==> config.mk <==
export PLATFORM = sky130hd
export DESIGN_NAME = one_wire_bus_master
export DESIGN_NICKNAME = d
export VERILOG_FILES = /design/src/hw/rtl/owbm_pkg.sv /design/src/hw/rtl/one_wire_bus_master.sv
export SDC_FILE = /design/constraint.sdc
export NUM_CORES = 1
export LEC_CHECK = 0
export CAP_MARGIN = 20
export CORE_ASPECT_RATIO = 1.75
export CORE_UTILIZATION = 50
export CTS_BUF_LIST = sky130_fd_sc_hd__clkbuf_8
export DETAILED_ROUTE_END_ITERATION = 16
export DONT_BUFFER_PORTS = 1
export SETUP_SLACK_MARGIN = 0.02
export SLEW_MARGIN = 10
export SYNTH_ARGS = -nofsm -noshare
export SYNTH_HDL_FRONTEND = slang
export SYNTH_SLANG_ARGS = --single-unit
==> constraint.sdc <==
create_clock -name clk_i -period 6.5 [get_ports clk_i]
set_clock_uncertainty 0.05 [all_clocks]
set_input_delay 1.3 -clock clk_i [delete_from_list [all_inputs] [get_ports clk_i]]
set_output_delay 1.3 -clock clk_i [all_outputs]
set_load 0.05 [all_outputs]
==> src/hw/rtl/owbm_pkg.sv <==
`timescale 1ns / 1ps
`default_nettype none

package owbm_pkg;

  localparam int unsigned MaxReadBits = 16;
  localparam int unsigned ShiftW      = (MaxReadBits > 16) ? MaxReadBits : 16;
  localparam int unsigned BitIdxW     = $clog2(MaxReadBits);
  localparam int unsigned ReadValW    = 16;
  localparam int unsigned TimeW       = 10;
  localparam int unsigned SlotW       = 8;
  localparam int unsigned ApbAddrW    = 5;
  localparam int unsigned ApbDataW    = 32;

  typedef enum logic [2:0] {
    OP_TICK  = 3'd0,
    OP_RESET = 3'd1,
    OP_WRITE = 3'd2,
    OP_RBYTE = 3'd3,
    OP_RWORD = 3'd4
  } opcode_e;

  typedef enum logic [4:0] {
    PH_IDLE  = 5'b00001,
    PH_RLOW  = 5'b00010,
    PH_RWAIT = 5'b00100,
    PH_RTAIL = 5'b01000,
    PH_SLOT  = 5'b10000
  } phase_e;

  typedef enum logic [1:0] {
    ST_OK      = 2'd0,
    ST_NO_PRES = 2'd1,
    ST_STUCK   = 2'd2
  } status_e;

  typedef enum logic [2:0] {
    REG_RESET_LOW  = 3'd0,
    REG_PRES_WAIT  = 3'd1,
    REG_RESET_TAIL = 3'd2,
    REG_W1_LOW     = 3'd3,
    REG_W0_LOW     = 3'd4,
    REG_RD_LOW     = 3'd5,
    REG_RD_SAMPLE  = 3'd6,
    REG_SLOT_LEN   = 3'd7
  } reg_idx_e;

  localparam logic [TimeW-1:0] ResetLowRst  = 10'd480;
  localparam logic [TimeW-1:0] PresWaitRst  = 10'd40;
  localparam logic [TimeW-1:0] ResetTailRst = 10'd300;
  localparam logic [SlotW-1:0] W1LowRst     = 8'd5;
  localparam logic [SlotW-1:0] W0LowRst     = 8'd60;
  localparam logic [SlotW-1:0] RdLowRst     = 8'd5;
  localparam logic [SlotW-1:0] RdSampleRst  = 8'd10;
  localparam logic [SlotW-1:0] SlotLenRst   = 8'd61;

endpackage

`default_nettype wire

==> src/hw/rtl/one_wire_bus_master.sv <==
`timescale 1ns / 1ps
`default_nettype none

// 1-Wire bus master stepped by one word per microsecond tick. Each accepted input word
// carries the sampled bus level and, while idle, a command (reset with presence check,
// write byte, read byte, read word); it yields exactly one result word with the line
// drive, busy, done, read data and reset status for that tick. One word is taken every
// clock: the state update and the result are one pass of logic from the state registers
// into the result register, so a result is offered the cycle after its word is accepted,
// and input ready falls only while that register holds a result that is not taken.
// Timing registers sit on an APB port at byte address 4*index and should only be
// changed while the master is idle.
module one_wire_bus_master
  import owbm_pkg::*;
(
  input  wire logic                  clk_i,
  input  wire logic                  rst_ni,
  input  wire logic                  in_valid_i,
  output logic                       in_ready_o,
  input  wire logic [2:0]            opcode_i,
  input  wire logic [7:0]            write_data_i,
  input  wire logic                  line_level_i,
  output logic                       out_valid_o,
  input  wire logic                  out_ready_i,
  output logic                       line_low_o,
  output logic                       busy_res_o,
  output logic                       done_res_o,
  output logic [ReadValW-1:0]        read_value_o,
  output logic [1:0]                 reset_status_o,
  input  wire logic                  psel,
  input  wire logic                  penable,
  input  wire logic                  pwrite,
  input  wire logic [ApbAddrW-1:0]   paddr,
  input  wire logic [ApbDataW-1:0]   pwdata,
  output logic [ApbDataW-1:0]        prdata,
  output logic                       pready
);

  logic [TimeW-1:0] reset_low_q, pres_wait_q, reset_tail_q;
  logic [SlotW-1:0] w1_low_q, w0_low_q, rd_low_q, rd_sample_q, slot_len_q;

  phase_e             ph_q, ph_d;
  opcode_e            kind_q, kind_d;
  logic [TimeW-1:0]   tc_q, tc_d;
  logic [BitIdxW-1:0] idx_q, idx_d;
  logic [ShiftW-1:0]  shift_q, shift_d;

  logic                out_valid_q;
  logic                line_low_q, busy_q, done_q;
  logic [ReadValW-1:0] rval_q;
  logic [1:0]          rstat_q;

  logic                in_acc, cfg_wr;
  reg_idx_e            cfg_idx;

  phase_e              ph_e;
  opcode_e             kind_e;
  logic [TimeW-1:0]    tc_e;
  logic [BitIdxW-1:0]  idx_e, idx_last;
  logic [ShiftW-1:0]   shift_e;
  logic                start;
  logic                drive, busy, done;
  logic [ReadValW-1:0] rval;
  logic [1:0]          rstat;
  logic [TimeW-1:0]    rlow_m1, pwait_m1, rtail_m1;
  logic [SlotW-1:0]    slot_m1, wlt, wlt1, rlt1, samp;
  logic [SlotW:0]      samp_sum;

  assign pready     = 1'b1;
  assign cfg_wr     = psel && penable && pwrite;
  assign cfg_idx    = reg_idx_e'(paddr[ApbAddrW-1:2]);
  assign in_ready_o = !out_valid_q || out_ready_i;
  assign in_acc     = in_valid_i && in_ready_o;

  always_comb begin
    unique case (cfg_idx)
      REG_RESET_LOW:  prdata = ApbDataW'(reset_low_q);
      REG_PRES_WAIT:  prdata = ApbDataW'(pres_wait_q);
      REG_RESET_TAIL: prdata = ApbDataW'(reset_tail_q);
      REG_W1_LOW:     prdata = ApbDataW'(w1_low_q);
      REG_W0_LOW:     prdata = ApbDataW'(w0_low_q);
      REG_RD_LOW:     prdata = ApbDataW'(rd_low_q);
      REG_RD_SAMPLE:  prdata = ApbDataW'(rd_sample_q);
      REG_SLOT_LEN:   prdata = ApbDataW'(slot_len_q);
      default:        prdata = '0;
    endcase
  end

  always_ff @(posedge clk_i or negedge rst_ni) begin
    if (!rst_ni) begin
      reset_low_q  <= ResetLowRst;
      pres_wait_q  <= PresWaitRst;
      reset_tail_q <= ResetTailRst;
      w1_low_q     <= W1LowRst;
      w0_low_q     <= W0LowRst;
      rd_low_q     <= RdLowRst;
      rd_sample_q  <= RdSampleRst;
      slot_len_q   <= SlotLenRst;
    end else if (cfg_wr) begin
      unique case (cfg_idx)
        REG_RESET_LOW:  reset_low_q  <= pwdata[TimeW-1:0];
        REG_PRES_WAIT:  pres_wait_q  <= pwdata[TimeW-1:0];
        REG_RESET_TAIL: reset_tail_q <= pwdata[TimeW-1:0];
        REG_W1_LOW:     w1_low_q     <= pwdata[SlotW-1:0];
        REG_W0_LOW:     w0_low_q     <= pwdata[SlotW-1:0];
        REG_RD_LOW:     rd_low_q     <= pwdata[SlotW-1:0];
        REG_RD_SAMPLE:  rd_sample_q  <= pwdata[SlotW-1:0];
        REG_SLOT_LEN:   slot_len_q   <= pwdata[SlotW-1:0];
        default: ;
      endcase
    end
  end

  // zero-valued times act as one, except in the read sample sum (rd_low + rd_sample)
  assign rlow_m1  = (reset_low_q  == '0) ? '0 : reset_low_q  - TimeW'(1);
  assign pwait_m1 = (pres_wait_q  == '0) ? '0 : pres_wait_q  - TimeW'(1);
  assign rtail_m1 = (reset_tail_q == '0) ? '0 : reset_tail_q - TimeW'(1);
  assign slot_m1  = (slot_len_q   == '0) ? '0 : slot_len_q   - SlotW'(1);
  assign wlt      = shift_e[0] ? w1_low_q : w0_low_q;
  assign wlt1     = (wlt == '0) ? SlotW'(1) : wlt;
  assign rlt1     = (rd_low_q == '0) ? SlotW'(1) : rd_low_q;
  assign samp_sum = {1'b0, rd_low_q} + {1'b0, rd_sample_q};
  assign samp     = (samp_sum > {1'b0, slot_m1}) ? slot_m1 : samp_sum[SlotW-1:0];

  assign start = (ph_q == PH_IDLE) &&
                 (opcode_i == OP_RESET || opcode_i == OP_WRITE ||
                  opcode_i == OP_RBYTE || opcode_i == OP_RWORD);

  always_comb begin
    ph_e    = ph_q;
    kind_e  = kind_q;
    tc_e    = tc_q;
    idx_e   = idx_q;
    shift_e = shift_q;
    if (start) begin
      kind_e  = opcode_e'(opcode_i);
      tc_e    = '0;
      idx_e   = '0;
      shift_e = '0;
      if (opcode_i == OP_RESET) begin
        ph_e = PH_RLOW;
      end else begin
        ph_e = PH_SLOT;
        if (opcode_i == OP_WRITE) begin
          shift_e = ShiftW'(write_data_i);
        end
      end
    end
  end

  assign idx_last = (kind_e == OP_RWORD) ? BitIdxW'(MaxReadBits - 1) : BitIdxW'(7);

  always_comb begin
    ph_d    = ph_e;
    kind_d  = kind_e;
    tc_d    = tc_e;
    idx_d   = idx_e;
    shift_d = shift_e;
    drive   = 1'b0;
    done    = 1'b0;
    rval    = '0;
    rstat   = ST_OK;
    busy    = (ph_e != PH_IDLE);
    unique case (ph_e)
      PH_RLOW: begin
        drive = 1'b1;
        if (tc_e >= rlow_m1) begin
          ph_d = PH_RWAIT;
          tc_d = '0;
        end else begin
          tc_d = tc_e + TimeW'(1);
        end
      end
      PH_RWAIT: begin
        if (tc_e >= pwait_m1) begin
          tc_d = '0;
          if (line_level_i) begin
            done  = 1'b1;
            rstat = ST_NO_PRES;
            ph_d  = PH_IDLE;
          end else begin
            ph_d = PH_RTAIL;
          end
        end else begin
          tc_d = tc_e + TimeW'(1);
        end
      end
      PH_RTAIL: begin
        if (tc_e >= rtail_m1) begin
          tc_d  = '0;
          done  = 1'b1;
          rstat = line_level_i ? ST_OK : ST_STUCK;
          ph_d  = PH_IDLE;
        end else begin
          tc_d = tc_e + TimeW'(1);
        end
      end
      PH_SLOT: begin
        if (kind_e == OP_WRITE) begin
          drive = (tc_e < TimeW'(wlt1));
        end else begin
          drive = (tc_e < TimeW'(rlt1));
          if (tc_e == TimeW'(samp) && line_level_i) begin
            shift_d = shift_e | (ShiftW'(1) << idx_e);
          end
        end
        if (tc_e >= TimeW'(slot_m1)) begin
          tc_d = '0;
          if (kind_e == OP_WRITE) begin
            shift_d = shift_e >> 1;
          end
          if (idx_e == idx_last) begin
            done = 1'b1;
            ph_d = PH_IDLE;
            if (kind_e != OP_WRITE) begin
              rval = shift_d[ReadValW-1:0];
            end
          end else begin
            idx_d = idx_e + BitIdxW'(1);
          end
        end else begin
          tc_d = tc_e + TimeW'(1);
        end
      end
      default: ph_d = PH_IDLE;
    endcase
  end

  always_ff @(posedge clk_i or negedge rst_ni) begin
    if (!rst_ni) begin
      ph_q        <= PH_IDLE;
      kind_q      <= OP_TICK;
      tc_q        <= '0;
      idx_q       <= '0;
      shift_q     <= '0;
      out_valid_q <= 1'b0;
    end else begin
      if (in_acc) begin
        ph_q    <= ph_d;
        kind_q  <= kind_d;
        tc_q    <= tc_d;
        idx_q   <= idx_d;
        shift_q <= shift_d;
      end
      if (in_acc) begin
        out_valid_q <= 1'b1;
      end else if (out_ready_i) begin
        out_valid_q <= 1'b0;
      end
    end
  end

  always_ff @(posedge clk_i) begin
    if (in_acc) begin
      line_low_q <= drive;
      busy_q     <= busy;
      done_q     <= done;
      rval_q     <= rval;
      rstat_q    <= rstat;
    end
  end

  assign out_valid_o    = out_valid_q;
  assign line_low_o     = line_low_q;
  assign busy_res_o     = busy_q;
  assign done_res_o     = done_q;
  assign read_value_o   = rval_q;
  assign reset_status_o = rstat_q;

endmodule

`default_nettype wire

==> key figures <==
Outcome
  – Status: finished, final reports clean

Global route
  – Initial antenna violation count: 0
  – Largest net degree at the start of global routing: 110
  – Total GRT Usage: 0.294
  – GRT overflow: 0
  – First-pass GRT wire length: 44,400 um
  – Vias in the first global route: 8,028

Floorplanning
  – Initial Utilization: 0.512
  – Die Ht: 187 um
  – FP Rows: 67
  – Die width: 108 um
  – IO Pins: 112
  – Die area: 20,200 um^2
  – Core area: 19,200 um^2

Placed design
  – Post-place setup slack: 1.07 ns
  – GP Congestion: 0.901
  – Port Buf Inserts: 0
  – Post-DP HPWL: 21,800 um

Route
  – Avg WL per Cell: 21.6 um
  – DRC: 0
  – First DRT Iteration DRCs: 387
  – Total number of vias: 8,144
  – Detailed Route WL: 28,400 um
  – Pre-Repair DR Iteration Count: 5
  – Vias/cell: 6.20
  – ANT nets after route: 0

Synthesis
  – Synthesized flop and latch total: 130
  – Post-synth ARST share: 0.838
  – Syn Std Cell Area: 9820 um^2
  – Post-synth EDFFs: 21
  – Post-synthesis sequential area ratio: 0.345
  – Netlist cell types: 85
  – Syn Inst Count: 1,071
  – Synth Area per Inst: 9.17 um^2
  – Ys flop type: dfrtp_1
  – Yosys warns: 0

Worst hold path
  – Hold Path End: shift_q[5]
  – Hold path startpoint: shift_q[5]
  – Cell depth of the worst hold path: 1
  – Min-Delay Path Class: reg2reg

Worst setup path
  – R2r worst-path depth: 18
  – Worst flop-to-flop path startpoint: rd_low_q[0]
  – R2R Path End: read_value_o[11]
  – Worst EP arrival: 5.49 ns
  – Crit path launch type: flip-flop
  – Worst R2R Setup Slack: 1.26 ns
  – Worst Path Required: 6.75 ns
  – Max FO, Critical Path: 15
  – Critical path class: reg2reg
  – Crit. End Element: flip-flop

Clock network
  – Htree depth: 4
  – Post-CTS Setup Repair Bufs: 0
  – Post_cts resized: 0
  – CTS tree: done
  – Worst skew pair latency: 0.46 ns
  – Cts hold-fix bufs: 0
  – Clk root buf: clkbuf_8
  – CTS buffer count: 17
  – Clk slew on worst S/H paths: 0.08 ns
  – CTS Buffer Depth: 2
  – Clk sinks: 130

STA
  – Tcrit/Tclk final: 0.806
  – Final number of max-transition violations: 0
  – Worst-Margin Slew: 1.07 ns
  – Slew Limit Headroom: 0.295
  – Min cycle time layout: 5.24 ns
  – Final setup violation count: 0
  – RSZ-0062 raised after global routing: false
  – Final setup margin: 1.26 ns
  – Max Fclk: 191 MHz
  – TNS Setup: 0 ns
  – Hold Violations, Final: 0

Cells and area
  – Commonest non-fill, non-tap cell in the layout: nand2_1
  – Share of cells above drive strength 1: 0.152
  – Area growth syn-to-layout: 5.87%
  – Final nets: 1,196
  – Diodes inserted: 0
  – Most frequent cells in the layout: nand2_1, dfrtp_1, ha_1

Power
  – Total Power: 0.00376 W
  – Net Sw Power: 0.00161 W
  – Cell-internal power: 0.00215 W
  – Part of the power in registers: 0.327
  – Gate power share: 0.468
  – Leak Pwr: 4.63 nW
  – Clock power share: 0.205
  – Sw frac: 0.428
  – Peak supply drop: 0.221 mV
  – Power density cells: 362 nW/um^2

Run
  – # Max-Cap Violations: 0
per-stage QoR:
step	cell area (um^2)	hold slack, ns	utilization	instances
final	10400	0.459	0.542	1313
after global routing	10400	0.454	0.542	1313
after CTS	10400	0.457	0.541	1312
after detailed placement	9960	0.449	0.519	1280
after global placement	9960	0.441	0.519	1280
after floorplan	9900	0.430	-	1092
Yosys cell counts (4+ instances only):
| cell type | n | area [um^2] |
|---|---|---|
| o21a_1 | 7 | 52.6 |
| a22o_1 | 7 | 61.3 |
| o22ai_1 | 9 | 56.3 |
| buf_4 | 25 | 188 |
| or4_1 | 4 | 30.0 |
| nor4_1 | 11 | 68.8 |
| or2_2 | 5 | 31.3 |
| nor3_1 | 32 | 160 |
| a221oi_1 | 6 | 52.6 |
| o21ai_1 | 8 | 40.0 |
| and3_1 | 10 | 62.6 |
| xor2_1 | 18 | 158 |
| clkbuf_1 | 39 | 146 |
| mux2_2 | 63 | 709 |
| xnor2_1 | 11 | 96.3 |
| mux4_2 | 4 | 90.1 |
| a211oi_1 | 8 | 60.1 |
| dfrtp_1 | 83 | 2080 |
| nand2b_1 | 23 | 144 |
| nand3b_1 | 4 | 30.0 |
| or3_1 | 13 | 81.3 |
| a22oi_1 | 11 | 82.6 |
| nand4b_1 | 5 | 43.8 |
| nand2_1 | 91 | 342 |
| a21oi_1 | 65 | 325 |
| dfstp_2 | 26 | 683 |
| mux2i_1 | 32 | 320 |
| ha_1 | 80 | 1000 |
| o211ai_1 | 8 | 60.1 |
| o21ai_0 | 56 | 280 |
| a21o_1 | 11 | 82.6 |
| nand3_1 | 29 | 145 |
| inv_1 | 52 | 195 |
| nand4_1 | 8 | 50.1 |
| and2_1 | 11 | 68.8 |
| nor3b_1 | 6 | 45.0 |
| a31oi_1 | 15 | 93.8 |
| nor2_1 | 79 | 297 |
| a41o_1 | 4 | 40.0 |
| nor2b_1 | 9 | 56.3 |
| edfxtp_1 | 21 | 631 |
registers in the layout, indices dropped and copies added (netlist names), 2 cells and up:
signal and count:
shift_q 16, tc_q 10, w0_low_q 8, rd_sample_q 8
w1_low_q 8, reset_status_o 2, rd_low_q 8, pres_wait_q 10
ph_q 5, kind_q 3, idx_q 4, reset_tail_q 10
read_value_o 16, slot_len_q 8, reset_low_q 10
cells by family after synthesis:
kind of cell               Yosys count  share of synthesized area
AOI/OAI and AO/OA                  256                      0.172
buffers and inverters              124                     0.0590
adders and majority gates           81                      0.104
muxes                               99                      0.114
DFF                                130                      0.345
and+or+nand+nor                    350                      0.179
other                                2                   0.000765
xor gates and xnor gates            29                     0.0259
final cells by class:
class / instances / area (um^2)
clock buffers: 18 / 248
clock inverters: 14 / 186
fillers: 1814 / 8800
inverters: 54 / 203
multi-input cells: 838 / 5930
flip-flops and latches: 130 / 3390
well taps: 241 / 302
repair buffers: 18 / 133
critical path: stages (launching register included):
cell and delay (ns):
dfstp_2 0.57, ha_1 0.17, inv_1 0.05, fa_1 0.40, nor2b_1 0.16, o2111ai_1 0.15
nand3b_1 0.14, xor2_1 0.26, ha_1 0.30, a21o_1 0.16, a211oi_1 0.30, a21oi_1 0.12
a21oi_1 0.61, mux2i_1 0.31, xnor2_1 0.14, nor4_4 0.55, buf_4 0.31, nand3_1 0.12
a21oi_1 0.19
power by group through the flow:
stage	Combinational [W]	Sequential, W	Clock (W)
2_1_floorplan	0.00140	0.00115	0
3_3_place_gp	0.00172	0.00124	0
3_5_place_dp	0.00175	0.00124	0
4_1_cts	0.00176	0.00123	0.000782
5_1_grt	0.00196	0.00125	0.000812
6_report	0.00176	0.00123	0.000771
worst max path at each step:
stage,startpoint,cells past startpoint,endpoint,slack [ns]
5_1_grt,rd_low_q[0],18,read_value_o[11],0.71
2_1_floorplan,opcode_i[1],18,read_value_o[12],1.33
4_1_cts,rd_low_q[0],18,read_value_o[5],1.25
6_report,rd_low_q[0],18,read_value_o[11],1.26
3_3_place_gp,opcode_i[1],14,tc_q[7],1.13
3_5_place_dp,opcode_i[1],14,tc_q[7],1.07
metal layers:
layer,global-route usage,wire (um),up-vias
met1,0.299,10300,3953
met3,0.0456,1060,100
met2,0.543,15300,241
met5,0,0,-
li1,-,-,3850
met4,0.185,1730,0
Power figures use the tool's default switching activity.
